## src/rtl/hsfd_pkg.sv

```systemverilog
// shared types and constants of the humidity sensor frame decoder
package hsfd_pkg;

  localparam logic [7:0] CRC_POLY = 8'h31;
  localparam logic [7:0] CRC_INIT = 8'hFF;

  // one finished frame handed from the parser to the conversion pipeline
  typedef struct packed {
    logic        crc_ok;
    logic [15:0] temp_raw;
    logic [15:0] hum_raw;
  } job_t;

  // queue status seen by the top level and the conversion pipeline
  typedef struct packed {
    logic full;
    logic empty;
  } queue_status_t;

  // crc-8, msb first, no reflection, no final xor
  function automatic logic [7:0] crc8_byte(input logic [7:0] crc, input logic [7:0] b);
    logic [7:0] c;
    c = crc ^ b;
    for (int i = 0; i < 8; i++) begin
      if (c[7]) begin
        c = {c[6:0], 1'b0} ^ CRC_POLY;
      end else begin
        c = {c[6:0], 1'b0};
      end
    end
    return c;
  endfunction

endpackage

```

## src/rtl/hsfd_front.sv

```systemverilog
// frame parser: byte count, word crc checks and job generation
module hsfd_front (
  input  logic                 clk,
  input  logic                 rst,
  input  logic                 byte_valid,
  input  logic [7:0]           data_byte,
  input  logic                 frame_start,
  output logic                 job_push,
  output hsfd_pkg::job_t       job
);
  import hsfd_pkg::*;

  localparam logic [2:0] POS_TEMP_HI  = 3'd0;
  localparam logic [2:0] POS_TEMP_LO  = 3'd1;
  localparam logic [2:0] POS_TEMP_CRC = 3'd2;
  localparam logic [2:0] POS_HUM_HI   = 3'd3;
  localparam logic [2:0] POS_HUM_LO   = 3'd4;
  localparam logic [2:0] POS_HUM_CRC  = 3'd5;

  logic [2:0]  byte_index;
  logic [2:0]  byte_index_next;
  logic [7:0]  running_crc;
  logic [7:0]  running_crc_next;
  logic [15:0] temp_word;
  logic [7:0]  hum_high_byte;
  logic        temp_crc_good;
  logic [15:0] hum_word;
  logic [2:0]  pos;
  logic [7:0]  crc_step;

  // frame_start and any stray index value fall back to byte zero
  assign pos      = frame_start ? POS_TEMP_HI : byte_index;
  assign crc_step = crc8_byte(running_crc, data_byte);

  always_comb begin
    byte_index_next  = byte_index;
    running_crc_next = running_crc;
    case (pos)
      POS_TEMP_LO: begin
        byte_index_next  = POS_TEMP_CRC;
        running_crc_next = crc_step;
      end
      POS_TEMP_CRC: begin
        byte_index_next  = POS_HUM_HI;
        running_crc_next = CRC_INIT;
      end
      POS_HUM_HI: begin
        byte_index_next  = POS_HUM_LO;
        running_crc_next = crc_step;
      end
      POS_HUM_LO: begin
        byte_index_next  = POS_HUM_CRC;
        running_crc_next = crc_step;
      end
      POS_HUM_CRC: begin
        byte_index_next  = POS_TEMP_HI;
        running_crc_next = CRC_INIT;
      end
      default: begin
        byte_index_next  = POS_TEMP_LO;
        running_crc_next = crc8_byte(CRC_INIT, data_byte);
      end
    endcase
  end

  always_ff @(posedge clk) begin
    if (rst) begin
      byte_index  <= POS_TEMP_HI;
      running_crc <= CRC_INIT;
    end else if (byte_valid) begin
      byte_index  <= byte_index_next;
      running_crc <= running_crc_next;
    end
  end

  always_ff @(posedge clk) begin
    if (byte_valid) begin
      case (pos)
        POS_TEMP_LO:  temp_word[7:0] <= data_byte;
        POS_TEMP_CRC: temp_crc_good  <= (data_byte == running_crc);
        POS_HUM_HI:   hum_high_byte  <= data_byte;
        POS_HUM_LO:   hum_word       <= {hum_high_byte, data_byte};
        POS_HUM_CRC:  ;
        default:      temp_word      <= {data_byte, 8'h00};
      endcase
    end
  end

  assign job_push      = byte_valid && (pos == POS_HUM_CRC);
  assign job.crc_ok    = temp_crc_good && (data_byte == running_crc);
  assign job.temp_raw  = temp_word;
  assign job.hum_raw   = hum_word;

endmodule

```

## src/rtl/hsfd_queue.sv

```systemverilog
// two-entry job queue between parser and conversion pipeline
module hsfd_queue (
  input  logic                  clk,
  input  logic                  rst,
  input  logic                  push,
  input  hsfd_pkg::job_t        push_job,
  input  logic                  pop,
  output hsfd_pkg::job_t        head_job,
  output hsfd_pkg::queue_status_t status
);
  import hsfd_pkg::*;

  job_t       slots [2];
  logic       wr_ptr;
  logic       rd_ptr;
  logic [1:0] count;
  logic       do_push;
  logic       do_pop;

  assign status.full  = (count == 2'd2);
  assign status.empty = (count == 2'd0);
  assign do_push      = push && !status.full;
  assign do_pop       = pop && !status.empty;
  assign head_job     = slots[rd_ptr];

  always_ff @(posedge clk) begin
    if (rst) begin
      wr_ptr <= 1'b0;
      rd_ptr <= 1'b0;
      count  <= 2'd0;
    end else begin
      if (do_push) wr_ptr <= !wr_ptr;
      if (do_pop)  rd_ptr <= !rd_ptr;
      case ({do_push, do_pop})
        2'b10:   count <= count + 2'd1;
        2'b01:   count <= count - 2'd1;
        default: count <= count;
      endcase
    end
  end

  always_ff @(posedge clk) begin
    if (do_push) slots[wr_ptr] <= push_job;
  end

endmodule

```

## src/rtl/hsfd_back.sv

```systemverilog
// conversion pipeline: raw words to scaled temperature and humidity
module hsfd_back (
  input  logic                   clk,
  input  logic                   rst,
  input  hsfd_pkg::job_t         head_job,
  input  hsfd_pkg::queue_status_t status,
  output logic                   pop,
  output logic                   out_valid,
  input  logic                   out_ready,
  output logic                   crc_ok,
  output logic signed [21:0]     temperature,
  output logic [19:0]            humidity
);
  import hsfd_pkg::*;

  // 1750000 = 26*65535 + 46090, 1000000 = 15*65535 + 16975
  localparam logic [15:0] TEMP_FRAC = 16'd46090;
  localparam logic [15:0] HUM_FRAC  = 16'd16975;
  localparam logic [4:0]  TEMP_INT  = 5'd26;
  localparam logic [4:0]  HUM_INT   = 5'd15;
  localparam logic [16:0] DIVISOR   = 17'd65535;
  localparam logic signed [22:0] TEMP_OFFSET = 23'sd450000;

  logic        advance;
  logic        v1, v2;

  // stage 1
  logic        ok1;
  logic [31:0] prod_t;
  logic [31:0] prod_h;
  logic [20:0] base_t1;
  logic [19:0] base_h1;

  // stage 2
  logic        ok2;
  logic [15:0] q_t;
  logic        rem_nz_t;
  logic [15:0] q_h;
  logic [20:0] base_t2;
  logic [19:0] base_h2;

  logic [16:0] r0_t, r0_h;
  logic        ge_t, ge_h;
  logic signed [22:0] floor_t;
  logic signed [22:0] trunc_t;

  assign advance = !out_valid || out_ready;
  assign pop     = advance && !status.empty;

  always_ff @(posedge clk) begin
    if (rst) begin
      v1        <= 1'b0;
      v2        <= 1'b0;
      out_valid <= 1'b0;
    end else if (advance) begin
      v1        <= !status.empty;
      v2        <= v1;
      out_valid <= v2;
    end
  end

  // stage 1: fractional products and integer parts
  always_ff @(posedge clk) begin
    if (advance) begin
      ok1     <= head_job.crc_ok;
      prod_t  <= head_job.temp_raw * TEMP_FRAC;
      prod_h  <= head_job.hum_raw * HUM_FRAC;
      base_t1 <= 21'(head_job.temp_raw) * 21'(TEMP_INT);
      base_h1 <= 20'(head_job.hum_raw) * 20'(HUM_INT);
    end
  end

  // stage 2: divide by 65535 as split, fold and one correction
  assign r0_t = {1'b0, prod_t[15:0]} + {1'b0, prod_t[31:16]};
  assign r0_h = {1'b0, prod_h[15:0]} + {1'b0, prod_h[31:16]};
  assign ge_t = (r0_t >= DIVISOR);
  assign ge_h = (r0_h >= DIVISOR);

  always_ff @(posedge clk) begin
    if (advance) begin
      ok2      <= ok1;
      q_t      <= prod_t[31:16] + {15'd0, ge_t};
      rem_nz_t <= ge_t ? (r0_t != DIVISOR) : (r0_t != 17'd0);
      q_h      <= prod_h[31:16] + {15'd0, ge_h};
      base_t2  <= base_t1;
      base_h2  <= base_h1;
    end
  end

  // stage 3: offset, round toward zero, blank on crc failure
  assign floor_t = $signed({2'b00, base_t2}) - TEMP_OFFSET + $signed({7'd0, q_t});
  assign trunc_t = floor_t + ((floor_t < 0 && rem_nz_t) ? 23'sd1 : 23'sd0);

  always_ff @(posedge clk) begin
    if (advance) begin
      crc_ok      <= ok2;
      temperature <= ok2 ? trunc_t[21:0] : 22'sd0;
      humidity    <= ok2 ? (base_h2 + {4'd0, q_h}) : 20'd0;
    end
  end

endmodule

```

## src/rtl/humidity_sensor_frame_decode.sv

```systemverilog
// top level of the humidity sensor measurement frame decoder
//
//  channel | dir | tdata                          | tuser        | meaning
//  s_*     | in  | [7:0] data_byte                | [0] frame_start | one frame byte
//  m_*     | out | [21:0] temperature, [41:22]    | [0] crc_ok   | one decoded frame
//          |     | humidity, [47:42] zero         |              |
//
// one byte is taken per cycle while s_tready is high; frames follow each other with no gap
// a result is offered once the frame has passed the queue write and the three stages
// of the conversion pipeline
// rst clears the byte count, the crc, the queue and every pipeline valid flag
// s_tready falls only while the queue holds two frames;
// a stalled output freezes the whole conversion pipeline in place
module humidity_sensor_frame_decode (
  input  logic        clk,
  input  logic        rst,
  input  logic        s_tvalid,
  output logic        s_tready,
  input  logic [7:0]  s_tdata,   // [7:0] data_byte
  input  logic        s_tuser,   // [0] frame_start
  output logic        m_tvalid,
  input  logic        m_tready,
  output logic [47:0] m_tdata,   // [21:0] temperature, [41:22] humidity, [47:42] zero
  output logic        m_tuser    // [0] crc_ok
);
  import hsfd_pkg::*;

  logic              byte_valid;
  logic              job_push;
  job_t              new_job;
  job_t              head_job;
  queue_status_t     status;
  logic              pop;
  logic signed [21:0] temperature;
  logic [19:0]       humidity;

  // a byte transfers only when a finished frame is sure to find room
  assign s_tready   = !status.full;
  assign byte_valid = s_tvalid && s_tready;

  hsfd_front u_front (
    .clk         (clk),
    .rst         (rst),
    .byte_valid  (byte_valid),
    .data_byte   (s_tdata),
    .frame_start (s_tuser),
    .job_push    (job_push),
    .job         (new_job)
  );

  hsfd_queue u_queue (
    .clk      (clk),
    .rst      (rst),
    .push     (job_push),
    .push_job (new_job),
    .pop      (pop),
    .head_job (head_job),
    .status   (status)
  );

  hsfd_back u_back (
    .clk         (clk),
    .rst         (rst),
    .head_job    (head_job),
    .status      (status),
    .pop         (pop),
    .out_valid   (m_tvalid),
    .out_ready   (m_tready),
    .crc_ok      (m_tuser),
    .temperature (temperature),
    .humidity    (humidity)
  );

  assign m_tdata = {6'd0, humidity, temperature};

endmodule

```

## config.mk

```make
export PLATFORM = sky130hd
export DESIGN_NAME = humidity_sensor_frame_decode
export DESIGN_NICKNAME = d
export VERILOG_FILES = /design/src/rtl/hsfd_pkg.sv /design/src/rtl/hsfd_front.sv /design/src/rtl/hsfd_queue.sv /design/src/rtl/hsfd_back.sv /design/src/rtl/humidity_sensor_frame_decode.sv
export SDC_FILE = /design/constraint.sdc
export NUM_CORES = 1
export LEC_CHECK = 0
export BUFFER_PORTS_ARGS = -buffer_cell sky130_fd_sc_hd__buf_4
export CORE_UTILIZATION = 65
export CTS_CLUSTER_SIZE = 16
export DETAILED_ROUTE_END_ITERATION = 6
export GPL_TIMING_DRIVEN = 0
export PLACE_DENSITY_LB_ADDON = 0.05
export SLEW_MARGIN = 40
export SYNTH_ARGS = -nofsm -noshare
export SYNTH_HDL_FRONTEND = slang
export SYNTH_SLANG_ARGS = --single-unit
```

## constraint.sdc

```tcl
create_clock -name clk -period 21.2 [get_ports clk]
set_clock_uncertainty 0.15 [all_clocks]
set_input_delay 0 -clock clk [delete_from_list [all_inputs] [get_ports clk]]
set_output_delay 0 -clock clk [all_outputs]
set_load 0.05 [all_outputs]
```

=== Yosys cells after proc, flatten, opt, wreduce, memory -nomap -nowiden ===
Memory sizes are Yosys's and may differ from the RTL's. A register that Yosys moved wholly into a read port is not among the register bits.
Cells that the tools add are included.

* Bits in registers: 279
* Bits in writable memories: 66
* Bits of input ports: 13
* Output and inout bits: 51
* Word-level logic and storage cells: 134
* Memories: 1

{| class="wikitable"
|+ Memories
! memory !! words !! width !! rd ports !! clocked after Yosys merged registers in !! write ports !! RTL line !! source
|-
| u_queue.slots || 2 || 33 || 1 || 1 || 1 || hsfd_queue.sv:13 || <nowiki>job_t slots [2];</nowiki>
|}

* Add/sub/neg operators: 10
* $mul: 4
* Order comparisons: 3
* Equal/unequal tests: 10
* Muxes and demuxes: 34
* Bitwise gates (word level): 20
* Reductions and logical operators: 25

{| class="wikitable"
|+ Operators with widths
! kind !! count
|-
| 6-bit 2-to-1 mux || 16
|-
| 16-bit by 15-bit multiplier with 31-bit output (second input constant) || 2
|-
| 8-bit 2-to-1 mux || 7
|-
| 3-bit inverter || 16
|-
| 16-bit by 4-bit multiplier with 20-bit output (second input constant) || 2
|-
| 17-bit by 16-bit >= comparator with 1-bit output (second input constant) || 2
|-
| 8-bit one-hot mux with 2 select lines || 2
|-
| 22-bit by 17-bit adder with 23-bit output || 1
|-
| 23-bit by 1-bit less-than comparator with 1-bit output (second input constant) || 1
|-
| 22-bit adder || 1
|-
| 21-bit by 19-bit subtractor with 22-bit output (second input constant) || 1
|-
| 20-bit by 16-bit adder with 20-bit output || 1
|-
| 16-bit by 15-bit adder with 17-bit output || 1
|-
| 16-bit by 16-bit adder with 17-bit output || 1
|-
| 17-bit by 16-bit inequality test with 1-bit output (second input constant) || 1
|-
| 17-bit nonzero test || 1
|-
| 15-bit by 1-bit adder with 16-bit output || 1
|-
| 16-bit by 1-bit adder with 16-bit output || 1
|-
| 3-bit one-hot mux with 5 select lines || 1
|-
| 2-bit AND reduction || 5
|-
| 8-bit equality test || 1
|-
| 8-bit inverter || 1
|-
| 8-bit bitwise XOR || 1
|-
| 1-bit logical AND || 7
|-
| other kinds (19) || 32
|}

=== Depth between registers and ports, before layout ===
* Word-level depth: 25
* Mapped depth: 25
* Mapped depth without buffers: 23

=== Modules after synthesis ===
A second synthesis with hierarchy kept.

* Cells, all modules: 2,255
* Area total of the unflattened synthesis: 25,485.7 um^2

{| class="wikitable"
|+ By module, submodules not included
! module !! times used !! cells an instance !! area each (um^2) !! seq. area each (um^2)
|-
| hsfd_back || 1 || 1,943 || 20,468.4 || 6,486.2
|-
| hsfd_queue || 1 || 129 || 2,596.2 || 2,082.0
|-
| hsfd_front || 1 || 174 || 2,362.3 || 1,451.4
|-
| humidity_sensor_frame_decode || 1 || 9 || 58.8 || 0.0
|}

=== Worst setup path before layout ===
No wires, ideal clock.

* Path kind: register to register
* Start: reg (tool-made name)
* End: reg u_back.prod_h[29], data pin
* Library setup time: 262 ps
* Data arrival time: 6,672 ps
* Required time: 20,788 ps
* Setup slack: 14,116 ps
* Stages on the path, launching flop included: 26
* Path buffers: 2
* Clock period less this slack: 7,084 ps
* Cell sequence: dfxtp_1 -> clkbuf_1 -> buf_1 -> mux2i_1 -> inv_1 -> fa_1 -> ha_1 -> ha_1 -> inv_1 -> fa_1 -> inv_1 -> fa_1 -> inv_1 -> fa_1 -> inv_1 -> ha_1 -> a21o_1 -> a2111oi_4 -> o21ai_2 -> a311oi_2 -> o21bai_1 -> a221o_1 -> o41a_1 -> a21oi_1 -> o21bai_1 -> xor2_1

{| class="wikitable"
|+ RTL lines
! what !! RTL line !! source
|-
| end signal, assigned || hsfd_back.sv:67 || <nowiki>prod_h <= head_job.hum_raw * HUM_FRAC;</nowiki>
|-
| end, declared || hsfd_back.sv:30 || <nowiki>logic [31:0] prod_h;</nowiki>
|}

==> parameters.txt <==
Parameter                              Value

Layout
  Layout fillers ... roughly 2.7k
  Fin nets ... roughly 2.8k
  Layout cells sized above 1 ... 0.0738
  Most frequent cells in the layout ... sky130_fd_sc_hd__ha_1 (343), sky130_fd_sc_hd__edfxtp_1 (321), sky130_fd_sc_hd__inv_1 (288)
  Area added between synthesis and finish ... 9.45%
  Final design utilization ... 0.726
  Diodes inserted ... 0
  Leading cell type in the layout, fill and taps excluded ... sky130_fd_sc_hd__ha_1
  Finished Layout Cells ... 2854

Detailed routing
  Initial DRT Pass Iterations ... 5
  Residual DRC ... 0
  DR vias ... roughly 16k
  Initial drt markers ... approximately 800
  Detailed-route wire length per cell ... roughly 17 um
  Count of antenna-violating nets left after detailed routing ... 0
  Routed vias/inst ... 5.65
  Final routed wirelength across all metal layers ... between 40 and 50 mm

Worst setup path
  Endpoint arrival time on the critical path ... between 8 and 9 ns
  Highest fanout seen on the critical path ... 10
  Slowest stage cell on the critical path ... sky130_fd_sc_hd__fa_1
  Family with the most delay on the worst path ... adder cells
  Buf+Inv Stages, Crit Path ... 3
  Worst Path Required ... around 21 ns
  Crit path largest cell delay ... roughly 0.66 ns
  Critical setup path kind ... reg2reg
  Critical Path Start Type ... flip-flop
  Worst path most repeated cell ... sky130_fd_sc_hd__fa_1
  Type of element capturing the critical path ... flip-flop
  Cells along the critical path ... clkbuf_1 -> buf_1 -> mux2i_1 -> inv_1 -> fa_1 -> ha_1 -> ha_1 -> fa_1 -> fa_1 -> fa_1 -> ha_1 -> a21o_1 -> a21o_1 -> a2111oi_0 -> a21oi_1 -> a31oi_1 -> o21bai_1 -> a41o_1 -> or2_1 -> a221o_1

Clock network
  Clk buf depth ... 3
  CTS root buffer ... sky130_fd_sc_hd__clkbuf_16
  Num CTS Buffers ... 35
  CTS clock-pin slew for the worst setup and hold paths ... about 0.06 ns
  Clk_lat worst skew ... around 0.54 ns
  Num Clock Sinks ... 340
  H-Tree Level Count ... 2
  CTS Hold Buffers Added ... 12
  Post-CTS Setup Inserts ... 0
  TritonCTS clock tree ... done
  Post-cts resize count ... 0

STA
  Transition at the pin with the smallest max-transition slack ... ~0.74 ns
  Slack of the critical path ... around 13 ns
  Final total negative setup slack ... 0 ns
  Number of failing hold endpoints at the final stage ... 0
  Final critical path time including I/O delays and setup ... 8.10 ns
  Final Cycle Share ... 0.382
  Maximum clock rate ... between 100 and 150 MHz
  Fin. max-slew vios ... 0
  Worst hold slack across all endpoints ... around 0.11 ns
  Unrepaired setup endpoints after global routing ... no
  Slew HR ... 0.496
  # setup viols final ... 0

Placement
  Pre-CTS setup slack ... 13.18 ns
  DP Cell Count ... around 2.8k
  Gpl congestion ... roughly 0.9
  Dpl hpwl ... 39.8 mm
  Count of input and output buffers ... 56

Pwr
  Leakage ... roughly 12 nW
  Peak supply drop ... 0.0718 mV
  Power Density ... approximately 86 nW/um^2

Floorplan
  Standard cell core area ... between 30000 and 40000 sq um
  I/O pin count ... between 60 and 70
  Vertical die dimension ... a little under 200 um
  Starting density of the core ... 0.663
  Die Span X ... about 200 um
  Number of placement rows ... between 70 and 80
  Area of the die ... between 30000 and 40000 sq um

GRT
  First-pass GRT wire length ... 79.7 mm
  Initial antenna violation count ... 0
  Maximum number of pins on one net before global-route repair ... 93
  Number of global-route vias before repair ... about 16k
  GR Util All Layers ... 0.261
  Aggregate global routing overflow ... 0

Logic synthesis
  Number of distinct library cell variants in the gate-level netlist after synthesis ... ~80
  Post-synthesis average cell area ... around 11 sq um
  Post-Syn Area ... 25000 sq um
  Asr flop ratio synth ... 0
  Yosys warnings ... 0
  Number of synthesized flops with an enable pin ... between 300 and 400
  Sequential-to-total area share from yosys stat ... 0.400
  Predominant post-synthesis flop cell ... sky130_fd_sc_hd__edfxtp_1
  Count of state elements after synthesis ... 340
  Post-synthesis instance total ... approximately 2.2k

Worst hold path
  Worst hold-check path type ... in2reg

Run status
  Run status ... finished clean

Flow run
  Reported max-cap violation count ... 0
-- metal layers --
metal / vias to the layer above / part of all wire / GRT usage / routed length, um
met3: 75 / 0.038 / 0.0313 / 1900
met1: 7738 / 0.46 / 0.352 / 22900
met4: 0 / 0.024 / 0.0784 / 1190
met2: 280 / 0.48 / 0.442 / 23700
li1: 8036 / - / - / -
met5: - / 0 / 0 / 0
-- where the power goes --
group | switching, mW | internal (mW)
combinational | 0.514 | 0.390
sequential | 0.0624 | 0.838
clock | 0.243 | 0.314
total | 0.819 | 1.54
-- flip-flops by register name, summed over array words and instances (netlist names), 16 cells and up, named ones only --
name	cells
u_back.base_h1	20
u_back.base_h2	20
u_back.base_t1	17
u_back.base_t2	20
u_back.humidity	20
u_back.prod_h	28
u_back.prod_t	31
u_back.q_h	16
u_back.q_t	16
u_back.temperature	22
u_front.hum_word	16
u_front.temp_word	16
u_queue.slots	66
-- through the flow --
| stage | total power [mW] | area, sq um |
|---|---|---|
| 2_1_floorplan | 1.60 | 25100 |
| 3_3_place_gp | 1.78 | 26100 |
| 3_5_place_dp | 1.80 | 26300 |
| 4_1_cts | 2.37 | 27400 |
| 5_1_grt | 2.52 | 27400 |
| 6_report | 2.36 | 27400 |
-- cells by family (layout without fill, tap and decap cells) --
family | count (synthesis) | in the layout | share of synthesized area
adders and majority gates | 468 | 468 | 0.271
buffers and inverters | 315 | 450 | 0.0482
and+or+nand+nor | 460 | 460 | 0.0918
xor gates and xnor gates | 220 | 220 | 0.0772
DFF | 340 | 340 | 0.400
AOI/OAI and AO/OA | 362 | 362 | 0.0963
other | 1 | 6 | 0.000150
muxes | 37 | 37 | 0.0156
-- worst reg2reg max path, stage by stage (launching register included) --
cell and delay (ns):
sky130_fd_sc_hd__dfxtp_1 0.31, sky130_fd_sc_hd__clkbuf_1 0.42, sky130_fd_sc_hd__buf_1 0.60, sky130_fd_sc_hd__mux2i_1 0.61, sky130_fd_sc_hd__inv_1 0.40, sky130_fd_sc_hd__fa_1 0.66, sky130_fd_sc_hd__ha_1 0.26, sky130_fd_sc_hd__ha_1 0.30
sky130_fd_sc_hd__fa_1 0.47, sky130_fd_sc_hd__fa_1 0.54, sky130_fd_sc_hd__fa_1 0.50, sky130_fd_sc_hd__ha_1 0.37, sky130_fd_sc_hd__a21o_1 0.19, sky130_fd_sc_hd__a21o_1 0.20, sky130_fd_sc_hd__a2111oi_0 0.40, sky130_fd_sc_hd__a21oi_1 0.17
sky130_fd_sc_hd__a31oi_1 0.33, sky130_fd_sc_hd__o21bai_1 0.14, sky130_fd_sc_hd__a41o_1 0.27, sky130_fd_sc_hd__or2_1 0.25, sky130_fd_sc_hd__a221o_1 0.32
-- cell usage after synthesis, types with 5 or more instances --
cell type	instances	area, sq um
sky130_fd_sc_hd__a211o_1	6	52.6
sky130_fd_sc_hd__nand3_1	47	235
sky130_fd_sc_hd__o21a_1	16	120
sky130_fd_sc_hd__xor2_1	72	631
sky130_fd_sc_hd__mux2_2	16	180
sky130_fd_sc_hd__inv_1	289	1080
sky130_fd_sc_hd__a31oi_1	9	56.3
sky130_fd_sc_hd__nor4_1	11	68.8
sky130_fd_sc_hd__nor2b_1	17	106
sky130_fd_sc_hd__clkbuf_1	17	63.8
sky130_fd_sc_hd__nand2b_1	21	131
sky130_fd_sc_hd__fa_1	124	2480
sky130_fd_sc_hd__nand2_1	73	274
sky130_fd_sc_hd__a21o_1	42	315
sky130_fd_sc_hd__or3_1	14	87.6
sky130_fd_sc_hd__a2111oi_0	7	61.3
sky130_fd_sc_hd__dfxtp_1	19	380
sky130_fd_sc_hd__nand4_1	10	62.6
sky130_fd_sc_hd__a31o_2	5	43.8
sky130_fd_sc_hd__or2_2	12	75.1
sky130_fd_sc_hd__a21oi_1	99	495
sky130_fd_sc_hd__nor3_1	37	185
sky130_fd_sc_hd__xnor2_1	147	1290
sky130_fd_sc_hd__o21ai_0	55	275
sky130_fd_sc_hd__nor2_1	154	578
sky130_fd_sc_hd__and2_1	12	75.1
sky130_fd_sc_hd__edfxtp_1	321	9640
sky130_fd_sc_hd__o21bai_1	21	158
sky130_fd_sc_hd__o211ai_1	7	52.6
sky130_fd_sc_hd__ha_1	343	4290
sky130_fd_sc_hd__and3_1	22	138
sky130_fd_sc_hd__o21ai_1	11	55.1
sky130_fd_sc_hd__o221ai_1	5	43.8
sky130_fd_sc_hd__a211oi_1	18	135
sky130_fd_sc_hd__buf_4	6	45.0
sky130_fd_sc_hd__mux2i_1	21	210
sky130_fd_sc_hd__o31ai_1	9	67.6
sky130_fd_sc_hd__o22ai_1	8	50.1
-- worst paths after layout --
kind | start | endpoint | slack, ns | cells after the start
hold / removal | s_tdata[0] | u_front.temp_word[8]$_DFFE_PP_ | 0.11 | 2
setup reg to reg | flip-flop | u_back.prod_h[30]$_DFFE_PN_ | 13.10 | 20
setup / recovery | flip-flop | u_back.prod_h[30]$_DFFE_PN_ | 13.10 | 20
hold reg to reg | u_back.base_t1[13]$_DFFE_PN_ | u_back.base_t2[13]$_DFFE_PN_ | 0.27 | 0
-- cell type report --
type | count | area [sq um] | area share
well taps | 511 | 639 | 0.0233
clock inverters | 20 | 125 | 0.00456
multi-input cells | 1553 | 13900 | 0.506
inverters | 289 | 1090 | 0.0398
repair buffers | 75 | 641 | 0.0234
flip-flops and latches | 340 | 10000 | 0.365
clock buffers | 40 | 895 | 0.0326
plain buffers | 26 | 123 | 0.00447
Power figures use the tool's default switching activity.
